File: config.mk
export PLATFORM = sky130hd
export DESIGN_NAME = video_cell_address_and_color_decoder
export DESIGN_NICKNAME = d
export VERILOG_FILES = /design/src/hdl/vcacd_pkg.sv /design/src/hdl/vcacd_decode.sv /design/src/hdl/vcacd_serial.sv /design/src/hdl/video_cell_address_and_color_decoder.sv
export SDC_FILE = /design/constraint.sdc
export NUM_CORES = 1
export LEC_CHECK = 0
export BUFFER_PORTS_ARGS = -buffer_cell sky130_fd_sc_hd__buf_2
export CORE_MARGIN = 1
export CORE_UTILIZATION = 30
export DETAILED_ROUTE_END_ITERATION = 6
export GPL_ROUTABILITY_DRIVEN = 1
export GPL_TIMING_DRIVEN = 1
export PLACE_DENSITY = 0.54
export SETUP_SLACK_MARGIN = 0.1
export SKIP_CTS_REPAIR_TIMING = 1
export SLEW_MARGIN = 15
export SYNTH_ARGS = -nofsm -noshare
export SYNTH_HDL_FRONTEND = slang
export SYNTH_SLANG_ARGS = --single-unit
File: constraint.sdc
create_clock -name clk_i -period 2.5 [get_ports clk_i]
set_input_delay 0 -clock clk_i [delete_from_list [all_inputs] [get_ports clk_i]]
set_output_delay 0 -clock clk_i [all_outputs]
set_load 0.02 [all_outputs]
File: src/hdl/vcacd_pkg.sv
// ----------------------------------------------------------------------------
// vcacd_pkg
// Shared types, register map and palette tables of the video cell decoder.
// ----------------------------------------------------------------------------
package vcacd_pkg;

  localparam int unsigned ROW_W    = 8;
  localparam int unsigned COL_W    = 6;
  localparam int unsigned BYTE_W   = 8;
  localparam int unsigned RGB_W    = 24;
  localparam int unsigned BANK_W   = 2;
  localparam int unsigned OFFS_W   = 14;
  localparam int unsigned PADDR_W  = 3;
  localparam int unsigned PDATA_W  = 32;
  localparam int unsigned PIXCNT_W = 3;

  // register select: paddr bit 2
  localparam logic REG_MACHINE_MODEL = 1'b0;
  localparam logic REG_IMAGE_SELECT  = 1'b1;

  localparam logic [OFFS_W-1:0] COLOR_BASE = 14'h2800;
  localparam logic [OFFS_W-1:0] STRIP_PIX  = 14'h2000;
  localparam logic [OFFS_W-1:0] STRIP_COL  = 14'h3000;

  typedef struct packed {
    logic [RGB_W-1:0]  fg;
    logic [RGB_W-1:0]  bg;
    logic [BYTE_W-1:0] pix;
    logic [BANK_W-1:0] pbank;
    logic [OFFS_W-1:0] poff;
    logic [BANK_W-1:0] cbank;
    logic [OFFS_W-1:0] coff;
  } cell_t;

  function automatic logic [RGB_W-1:0] fg_color(input logic [3:0] idx);
    logic [RGB_W-1:0] c;
    case (idx)
      4'd0:    c = 24'h000000;
      4'd1:    c = 24'hFF0000;
      4'd2:    c = 24'h0000FF;
      4'd3:    c = 24'hFF00FF;
      4'd4:    c = 24'h00FF00;
      4'd5:    c = 24'hFFFF00;
      4'd6:    c = 24'h00FFFF;
      4'd7:    c = 24'hFFFFFF;
      4'd8:    c = 24'h000000;
      4'd9:    c = 24'hFF00A0;
      4'd10:   c = 24'h00A0FF;
      4'd11:   c = 24'hA000FF;
      4'd12:   c = 24'hA0FF00;
      4'd13:   c = 24'hFFA000;
      4'd14:   c = 24'h00FFA0;
      default: c = 24'hFFFFFF;
    endcase
    return c;
  endfunction

  function automatic logic [RGB_W-1:0] bg_color(input logic [2:0] idx);
    logic [RGB_W-1:0] c;
    case (idx)
      3'd0:    c = 24'h000000;
      3'd1:    c = 24'hA00000;
      3'd2:    c = 24'h0000A0;
      3'd3:    c = 24'hA000A0;
      3'd4:    c = 24'h00A000;
      3'd5:    c = 24'hA0A000;
      3'd6:    c = 24'h00A0A0;
      default: c = 24'hA0A0A0;
    endcase
    return c;
  endfunction

endpackage

File: src/hdl/vcacd_decode.sv
// ----------------------------------------------------------------------------
// vcacd_decode
// Input stage and decode stage: bank/offset of the cell bytes, palette lookup.
// ----------------------------------------------------------------------------
module vcacd_decode (
  input  logic                                clk_i,
  input  logic                                rst_ni,
  input  logic                                in_valid_i,
  output logic                                in_ready_o,
  input  logic [vcacd_pkg::ROW_W-1:0]         row_i,
  input  logic [vcacd_pkg::COL_W-1:0]         column_i,
  input  logic [vcacd_pkg::BYTE_W-1:0]        pixel_bits_i,
  input  logic [vcacd_pkg::BYTE_W-1:0]        color_bits_i,
  input  logic                                blink_active_i,
  input  logic                                machine_model_i,
  input  logic                                image_select_i,
  output logic                                cell_valid_o,
  input  logic                                cell_ready_i,
  output vcacd_pkg::cell_t                    cell_o
);

  logic                          v1_q, v2_q;
  logic                          s2_ready;
  logic [vcacd_pkg::ROW_W-1:0]   row_q;
  logic [vcacd_pkg::COL_W-1:0]   col_q;
  logic [vcacd_pkg::BYTE_W-1:0]  pix_q;
  logic [vcacd_pkg::BYTE_W-1:0]  cbits_q;
  logic                          blink_q;
  vcacd_pkg::cell_t              cell_d, cell_q;
  logic [vcacd_pkg::RGB_W-1:0]   bg;

  assign s2_ready   = !v2_q || cell_ready_i;
  assign in_ready_o = !v1_q || s2_ready;

  always_ff @(posedge clk_i or negedge rst_ni) begin
    if (!rst_ni) begin
      v1_q <= 1'b0;
      v2_q <= 1'b0;
    end else begin
      if (in_ready_o) begin
        v1_q <= in_valid_i;
      end
      if (s2_ready) begin
        v2_q <= v1_q;
      end
    end
  end

  always_ff @(posedge clk_i) begin
    if (in_valid_i && in_ready_o) begin
      row_q   <= row_i;
      col_q   <= column_i;
      pix_q   <= pixel_bits_i;
      cbits_q <= color_bits_i;
      blink_q <= blink_active_i;
    end
    if (s2_ready && v1_q) begin
      cell_q <= cell_d;
    end
  end

  // address and color decode
  always_comb begin
    bg        = vcacd_pkg::bg_color(cbits_q[2:0]);
    cell_d.bg = bg;
    cell_d.fg = (blink_q && cbits_q[7]) ? bg : vcacd_pkg::fg_color(cbits_q[6:3]);
    cell_d.pix = pix_q;
    if (machine_model_i) begin
      cell_d.pbank = {image_select_i, 1'b0};
      cell_d.cbank = {image_select_i, 1'b1};
      cell_d.poff  = {col_q, row_q};
      cell_d.coff  = {col_q, row_q};
    end else begin
      cell_d.pbank = '0;
      cell_d.cbank = '0;
      if (!col_q[5]) begin
        cell_d.poff = {1'b0, row_q[7:4], row_q[1:0], row_q[3:2], col_q[4:0]};
        cell_d.coff = vcacd_pkg::COLOR_BASE + {3'b000, row_q[7:2], col_q[4:0]};
      end else begin
        cell_d.poff = vcacd_pkg::STRIP_PIX
                    + {3'b000, row_q[7:6], row_q[1:0], row_q[3:2], row_q[5:4], col_q[2:0]};
        cell_d.coff = vcacd_pkg::STRIP_COL
                    + {5'b00000, row_q[7:6], row_q[3:2], row_q[5:4], col_q[2:0]};
      end
    end
  end

  assign cell_valid_o = v2_q;
  assign cell_o       = cell_q;

endmodule

File: src/hdl/vcacd_serial.sv
// ----------------------------------------------------------------------------
// vcacd_serial
// Pixel serializer: eight results per cell, leftmost first, registered out.
// ----------------------------------------------------------------------------
module vcacd_serial (
  input  logic                             clk_i,
  input  logic                             rst_ni,
  input  logic                             cell_valid_i,
  output logic                             cell_ready_o,
  input  vcacd_pkg::cell_t                 cell_i,
  output logic                             strobe_o,
  output logic [vcacd_pkg::RGB_W-1:0]      pixel_color_o,
  output logic [vcacd_pkg::BANK_W-1:0]     pixel_bank_o,
  output logic [vcacd_pkg::OFFS_W-1:0]     pixel_ofs_o,
  output logic [vcacd_pkg::BANK_W-1:0]     color_bank_o,
  output logic [vcacd_pkg::OFFS_W-1:0]     color_ofs_o,
  output logic                             last_pixel_o
);

  logic                               sv_q;
  logic [vcacd_pkg::PIXCNT_W-1:0]     cnt_q;
  vcacd_pkg::cell_t                   cur_q;
  logic                               last;
  logic                               load;
  logic                               strobe_q;
  logic [vcacd_pkg::RGB_W-1:0]        color_q;
  logic [vcacd_pkg::BANK_W-1:0]       pbank_q, cbank_q;
  logic [vcacd_pkg::OFFS_W-1:0]       poff_q, coff_q;
  logic                               last_q;

  assign last         = sv_q && (cnt_q == '1);
  assign cell_ready_o = !sv_q || last;
  assign load         = cell_valid_i && cell_ready_o;

  always_ff @(posedge clk_i or negedge rst_ni) begin
    if (!rst_ni) begin
      sv_q     <= 1'b0;
      cnt_q    <= '0;
      strobe_q <= 1'b0;
    end else begin
      strobe_q <= sv_q;
      if (load) begin
        sv_q  <= 1'b1;
        cnt_q <= '0;
      end else if (sv_q) begin
        sv_q  <= !last;
        cnt_q <= cnt_q + 1'b1;
      end
    end
  end

  always_ff @(posedge clk_i) begin
    if (load) begin
      cur_q <= cell_i;
    end else if (sv_q) begin
      cur_q.pix <= {cur_q.pix[vcacd_pkg::BYTE_W-2:0], 1'b0};
    end
    color_q <= cur_q.pix[vcacd_pkg::BYTE_W-1] ? cur_q.fg : cur_q.bg;
    pbank_q <= cur_q.pbank;
    poff_q  <= cur_q.poff;
    cbank_q <= cur_q.cbank;
    coff_q  <= cur_q.coff;
    last_q  <= last;
  end

  assign strobe_o      = strobe_q;
  assign pixel_color_o = color_q;
  assign pixel_bank_o  = pbank_q;
  assign pixel_ofs_o   = poff_q;
  assign color_bank_o  = cbank_q;
  assign color_ofs_o   = coff_q;
  assign last_pixel_o  = last_q;

endmodule

File: src/hdl/video_cell_address_and_color_decoder.sv
// ----------------------------------------------------------------------------
// video_cell_address_and_color_decoder
// Character cell decoder: memory bank/offset of the cell bytes and 8 colors.
// ----------------------------------------------------------------------------
// A cell request is taken when start is high and busy is low. It passes an
// input register and a decode register, then the serializer emits eight
// results on consecutive cycles, leftmost pixel first, each marked by
// strobe_o for one cycle; the receiver cannot stall. The serializer sets the
// rate: it takes the next cell while the current one is still being
// emitted, so a steady stream of requests gives an unbroken run of results.
// ----------------------------------------------------------------------------
module video_cell_address_and_color_decoder (
  input  logic                             clk_i,
  input  logic                             rst_ni,
  input  logic                             psel,
  input  logic                             penable,
  input  logic                             pwrite,
  input  logic [vcacd_pkg::PADDR_W-1:0]    paddr,
  input  logic [vcacd_pkg::PDATA_W-1:0]    pwdata,
  output logic [vcacd_pkg::PDATA_W-1:0]    prdata,
  output logic                             pready,
  input  logic                             start,
  output logic                             busy,
  input  logic [vcacd_pkg::ROW_W-1:0]      row_i,
  input  logic [vcacd_pkg::COL_W-1:0]      column_i,
  input  logic [vcacd_pkg::BYTE_W-1:0]     pixel_bits_i,
  input  logic [vcacd_pkg::BYTE_W-1:0]     color_bits_i,
  input  logic                             blink_active_i,
  output logic                             strobe_o,
  output logic [vcacd_pkg::RGB_W-1:0]      pixel_color_o,
  output logic [vcacd_pkg::BANK_W-1:0]     pixel_bank_o,
  output logic [vcacd_pkg::OFFS_W-1:0]     pixel_ofs_o,
  output logic [vcacd_pkg::BANK_W-1:0]     color_bank_o,
  output logic [vcacd_pkg::OFFS_W-1:0]     color_ofs_o,
  output logic                             last_pixel_o
);

  logic             model_q, image_q;
  logic             wr_en;
  logic             in_ready;
  logic             cell_valid, cell_ready;
  vcacd_pkg::cell_t dec_cell;

  assign pready = 1'b1;
  assign wr_en  = psel && penable && pwrite && pready;

  always_ff @(posedge clk_i or negedge rst_ni) begin
    if (!rst_ni) begin
      model_q <= 1'b0;
      image_q <= 1'b0;
    end else if (wr_en) begin
      case (paddr[2])
        vcacd_pkg::REG_MACHINE_MODEL: model_q <= pwdata[0];
        vcacd_pkg::REG_IMAGE_SELECT:  image_q <= pwdata[0];
        default: ;
      endcase
    end
  end

  always_comb begin
    case (paddr[2])
      vcacd_pkg::REG_MACHINE_MODEL: prdata = {{(vcacd_pkg::PDATA_W-1){1'b0}}, model_q};
      vcacd_pkg::REG_IMAGE_SELECT:  prdata = {{(vcacd_pkg::PDATA_W-1){1'b0}}, image_q};
      default:                      prdata = '0;
    endcase
  end

  assign busy = !in_ready;

  vcacd_decode u_decode (
    .clk_i           (clk_i),
    .rst_ni          (rst_ni),
    .in_valid_i      (start),
    .in_ready_o      (in_ready),
    .row_i           (row_i),
    .column_i        (column_i),
    .pixel_bits_i    (pixel_bits_i),
    .color_bits_i    (color_bits_i),
    .blink_active_i  (blink_active_i),
    .machine_model_i (model_q),
    .image_select_i  (image_q),
    .cell_valid_o    (cell_valid),
    .cell_ready_i    (cell_ready),
    .cell_o          (dec_cell)
  );

  vcacd_serial u_serial (
    .clk_i         (clk_i),
    .rst_ni        (rst_ni),
    .cell_valid_i  (cell_valid),
    .cell_ready_o  (cell_ready),
    .cell_i        (dec_cell),
    .strobe_o      (strobe_o),
    .pixel_color_o (pixel_color_o),
    .pixel_bank_o  (pixel_bank_o),
    .pixel_ofs_o   (pixel_ofs_o),
    .color_bank_o  (color_bank_o),
    .color_ofs_o   (color_ofs_o),
    .last_pixel_o  (last_pixel_o)
  );

endmodule

==> metrics.txt <==
status=complete, but fails checks; violated checks=design-rule violations; Final HPWL DP=~5600 µm; FF-to-FF setup slack=0.42 ns; remaining routing DRC violations=26; PwrDens=773.0 nW/µm²; cell count of the worst reg-to-reg path=4; dpl ws=between 0.3 and 0.4 ns; cell leakage power=between 2 and 3 nW; Hold WC Path Type=input port to flip-flop; fmax=481.1 MHz; syn avg cell area=around 17 µm²; final period utilization=0.8314; drt wl/cell=around 12 µm; Total GRT Usage=0.09354; fin. max-slew vios=0; hold path cells=2; Final setup viols=0; leading area contributor after synthesis=edfxtp_1; Final Hold Vio Count=0; Core ar.=roughly 18000 µm²; Routed WL=approximately 8600 µm; CTS tree=built; sequential power share=0.521; most common cell in the netlist=edfxtp_1; Worst Clk Skew=0.006550 ns; total CTS buffers=17; CTS Buffer Depth=2; largest net degree at the start of global routing=41; cells after synthesis=340; Antenna diodes=0; crit end category=flip-flop; worst-margin pin slew=0.9567 ns; crit path launch type=flip-flop; H-tree depth=4; initial antenna violation count=0; clk_lat worst skew=between 0.4 and 0.5 ns; VDD IR-drop max=around 0.45 mV; flops & latches, synth=between 150 and 200; Yosys top cell area share=0.5940; IO Pins=about 160; DRT Pass-1 Iters=6; Crit path required time=2.54 ns; final setup TNS=0 ns; register area share after synthesis=0.7625; Layout area overhead=23.88%; fraction of power consumed by combinational cells=0.047; clk root buf=clkbuf_16; routed vias=~2800; Synth Flop Type=edfxtp_1; Rows=49; HP Start=pixel_bits_i[1]; Synth top cells by count=111 x edfxtp_1, 59 x buf_4, 36 x dfxtp_1; minimum clock period=~2.1 ns; worst r2r dst=u_decode.cell_o[18]; top post-synthesis cells by area=edfxtp_1 59%, dfxtp_1 13%, buf_4 7.9%; internal power=between 0.004 and 0.005 W; number of global-route vias before repair=2700; Starting Density=0.3092; Detail Route Antenna Nets=0; GR Overflow Total=0; Min-Delay Endpoint=u_decode.pix_q[1]; Slew Limit Headroom=0.3622; nets@finish=~540; WS Path Type=flip-flop to flip-flop; Max Cap Viol=0; Post-synth EDFFs=roughly 110; Reg clk slew, reported paths=around 0.060 ns; Starting DRT DRC Count=~110; vias per cell=3.963; first-pass GRT wire length=13450 µm; Switching Share=0.2090; Ys Warns=0; RR Startpoint=u_serial.cnt_q[0]; total die area=19260 µm²; width of the die=~140 µm; Worst EP arrival=2.11 ns; RD Place Congestion=0.7769; Synth cell types=39; Die Height=138.8 µm; Clk network pwr share=0.431; RSZ-0062 raised after global routing=no; switching power=0.001123 W; FFs w/ async S/R, synth=0.05769; setup ws final=0.4216 ns; layout cells sized above 1=0.3291; port buffer count=97; worst-path fanout max=40; CTS Sinks=156; Post-Syn Area=5612 µm²
## worst max-delay path by stage
stage                                  from                  end  slack [ns]
final                     u_serial.cnt_q[0]  u_decode.cell_o[18]        0.42
after global routing      u_serial.cnt_q[0]  u_decode.cell_o[25]        0.24
after CTS                 u_serial.cnt_q[0]  u_decode.cell_o[18]        0.34
after detailed placement  u_serial.cnt_q[0]   u_decode.cell_o[8]        0.37
after global placement    u_serial.cnt_q[0]   u_decode.cell_o[8]        0.45
after floorplan           u_serial.cnt_q[0]  u_decode.cell_o[10]        0.34
## logic make-up after synthesis
family,synth area share
other,0.001338
xor gates and xnor gates,0.001561
muxes,0.05864
DFF,0.7625
AOI/OAI and AO/OA,0.03724
adders and majority gates,0.004459
buffers and inverters,0.09476
and+or+nand+nor,0.03947
## layer usage
metal	part of all wire	track usage	routed length, µm	up-vias
met3	0.057	0.03591	487	11
li1	-	-	-	1360
met2	0.54	0.1656	4623	89
met1	0.39	0.09492	3367	1326
met4	0.016	0.05088	138	0
met5	0	0	0	-
## placed cells by master (no fill, tap or decap), types with 2 or more instances in the layout
cell,count
edfxtp_1,111
clkinvlp_4,4
nand2_1,13
dfxtp_1,36
dfrtp_1,9
and2_1,8
buf_4,4
mux2_4,6
clkbuf_1,2
buf_2,97
ha_1,2
dlygate4sd3_1,38
mux2_2,15
mux2i_1,7
conb_1,33
o21ai_0,12
nor2_1,4
inv_1,10
a31oi_1,3
a21oi_1,6
a211oi_1,2
nor2b_1,2
clkinv_2,5
clkbuf_16,17
nand2b_1,3
a22o_1,4
clkinv_1,2
## power by group through the flow
stage / clock network, W / registers, W / logic (W)
after floorplan: 0 / 0.00284 / 0.000189
after global routing: 0.00250 / 0.00280 / 0.000279
after CTS: 0.00241 / 0.00280 / 0.000206
after global placement: 0 / 0.00285 / 0.000198
after detailed placement: 0 / 0.00286 / 0.000204
final: 0.00232 / 0.00280 / 0.000255
## state kept, by name, summed over array words and instances (netlist names), 3 cells and up, named ones only
register                cells
u_serial.cnt_q              3
u_decode.cbits_q            8
u_serial.color_ofs_o       12
u_decode.pix_q              8
u_decode.cell_o            40
u_decode.col_q              6
u_decode.row_q              8
u_serial.cur_q             40
u_serial.pixel_color_o      6
u_serial.pixel_ofs_o        9
## layout make-up
class                           count  area, µm²
Sequential cell                   156       4279
Clock inverter                     13      101.3
Clock buffer                       19      432.9
Multi-Input combinational cell    137      918.4
Inverter                           10      37.54
Fill cell                        1744      11200
Timing Repair Buffer              139      895.9
Tap cell                          229      286.5
## stage by stage
step,total power (W),hold slack [ns],instance area [µm²],util,cells
finish,0.005374,0.2923,6952,0.3831,703
global route,0.005581,0.2764,6952,0.3831,703
CTS,0.005414,-0.5774,6571,0.3621,665
detailed placement,0.003059,-0.1228,6037,0.3327,633
global placement,0.003052,-0.1254,6037,0.3327,633
floorplan,0.003028,-0.2956,5728,-,371
## critical path, stage by stage, from the launching register on
cell and delay, ns:
dfrtp_1 0.36, ha_1 0.16, ha_1 0.20, nand3b_1 0.15, and2_2 0.79
(Power assumes the default switching activity.)
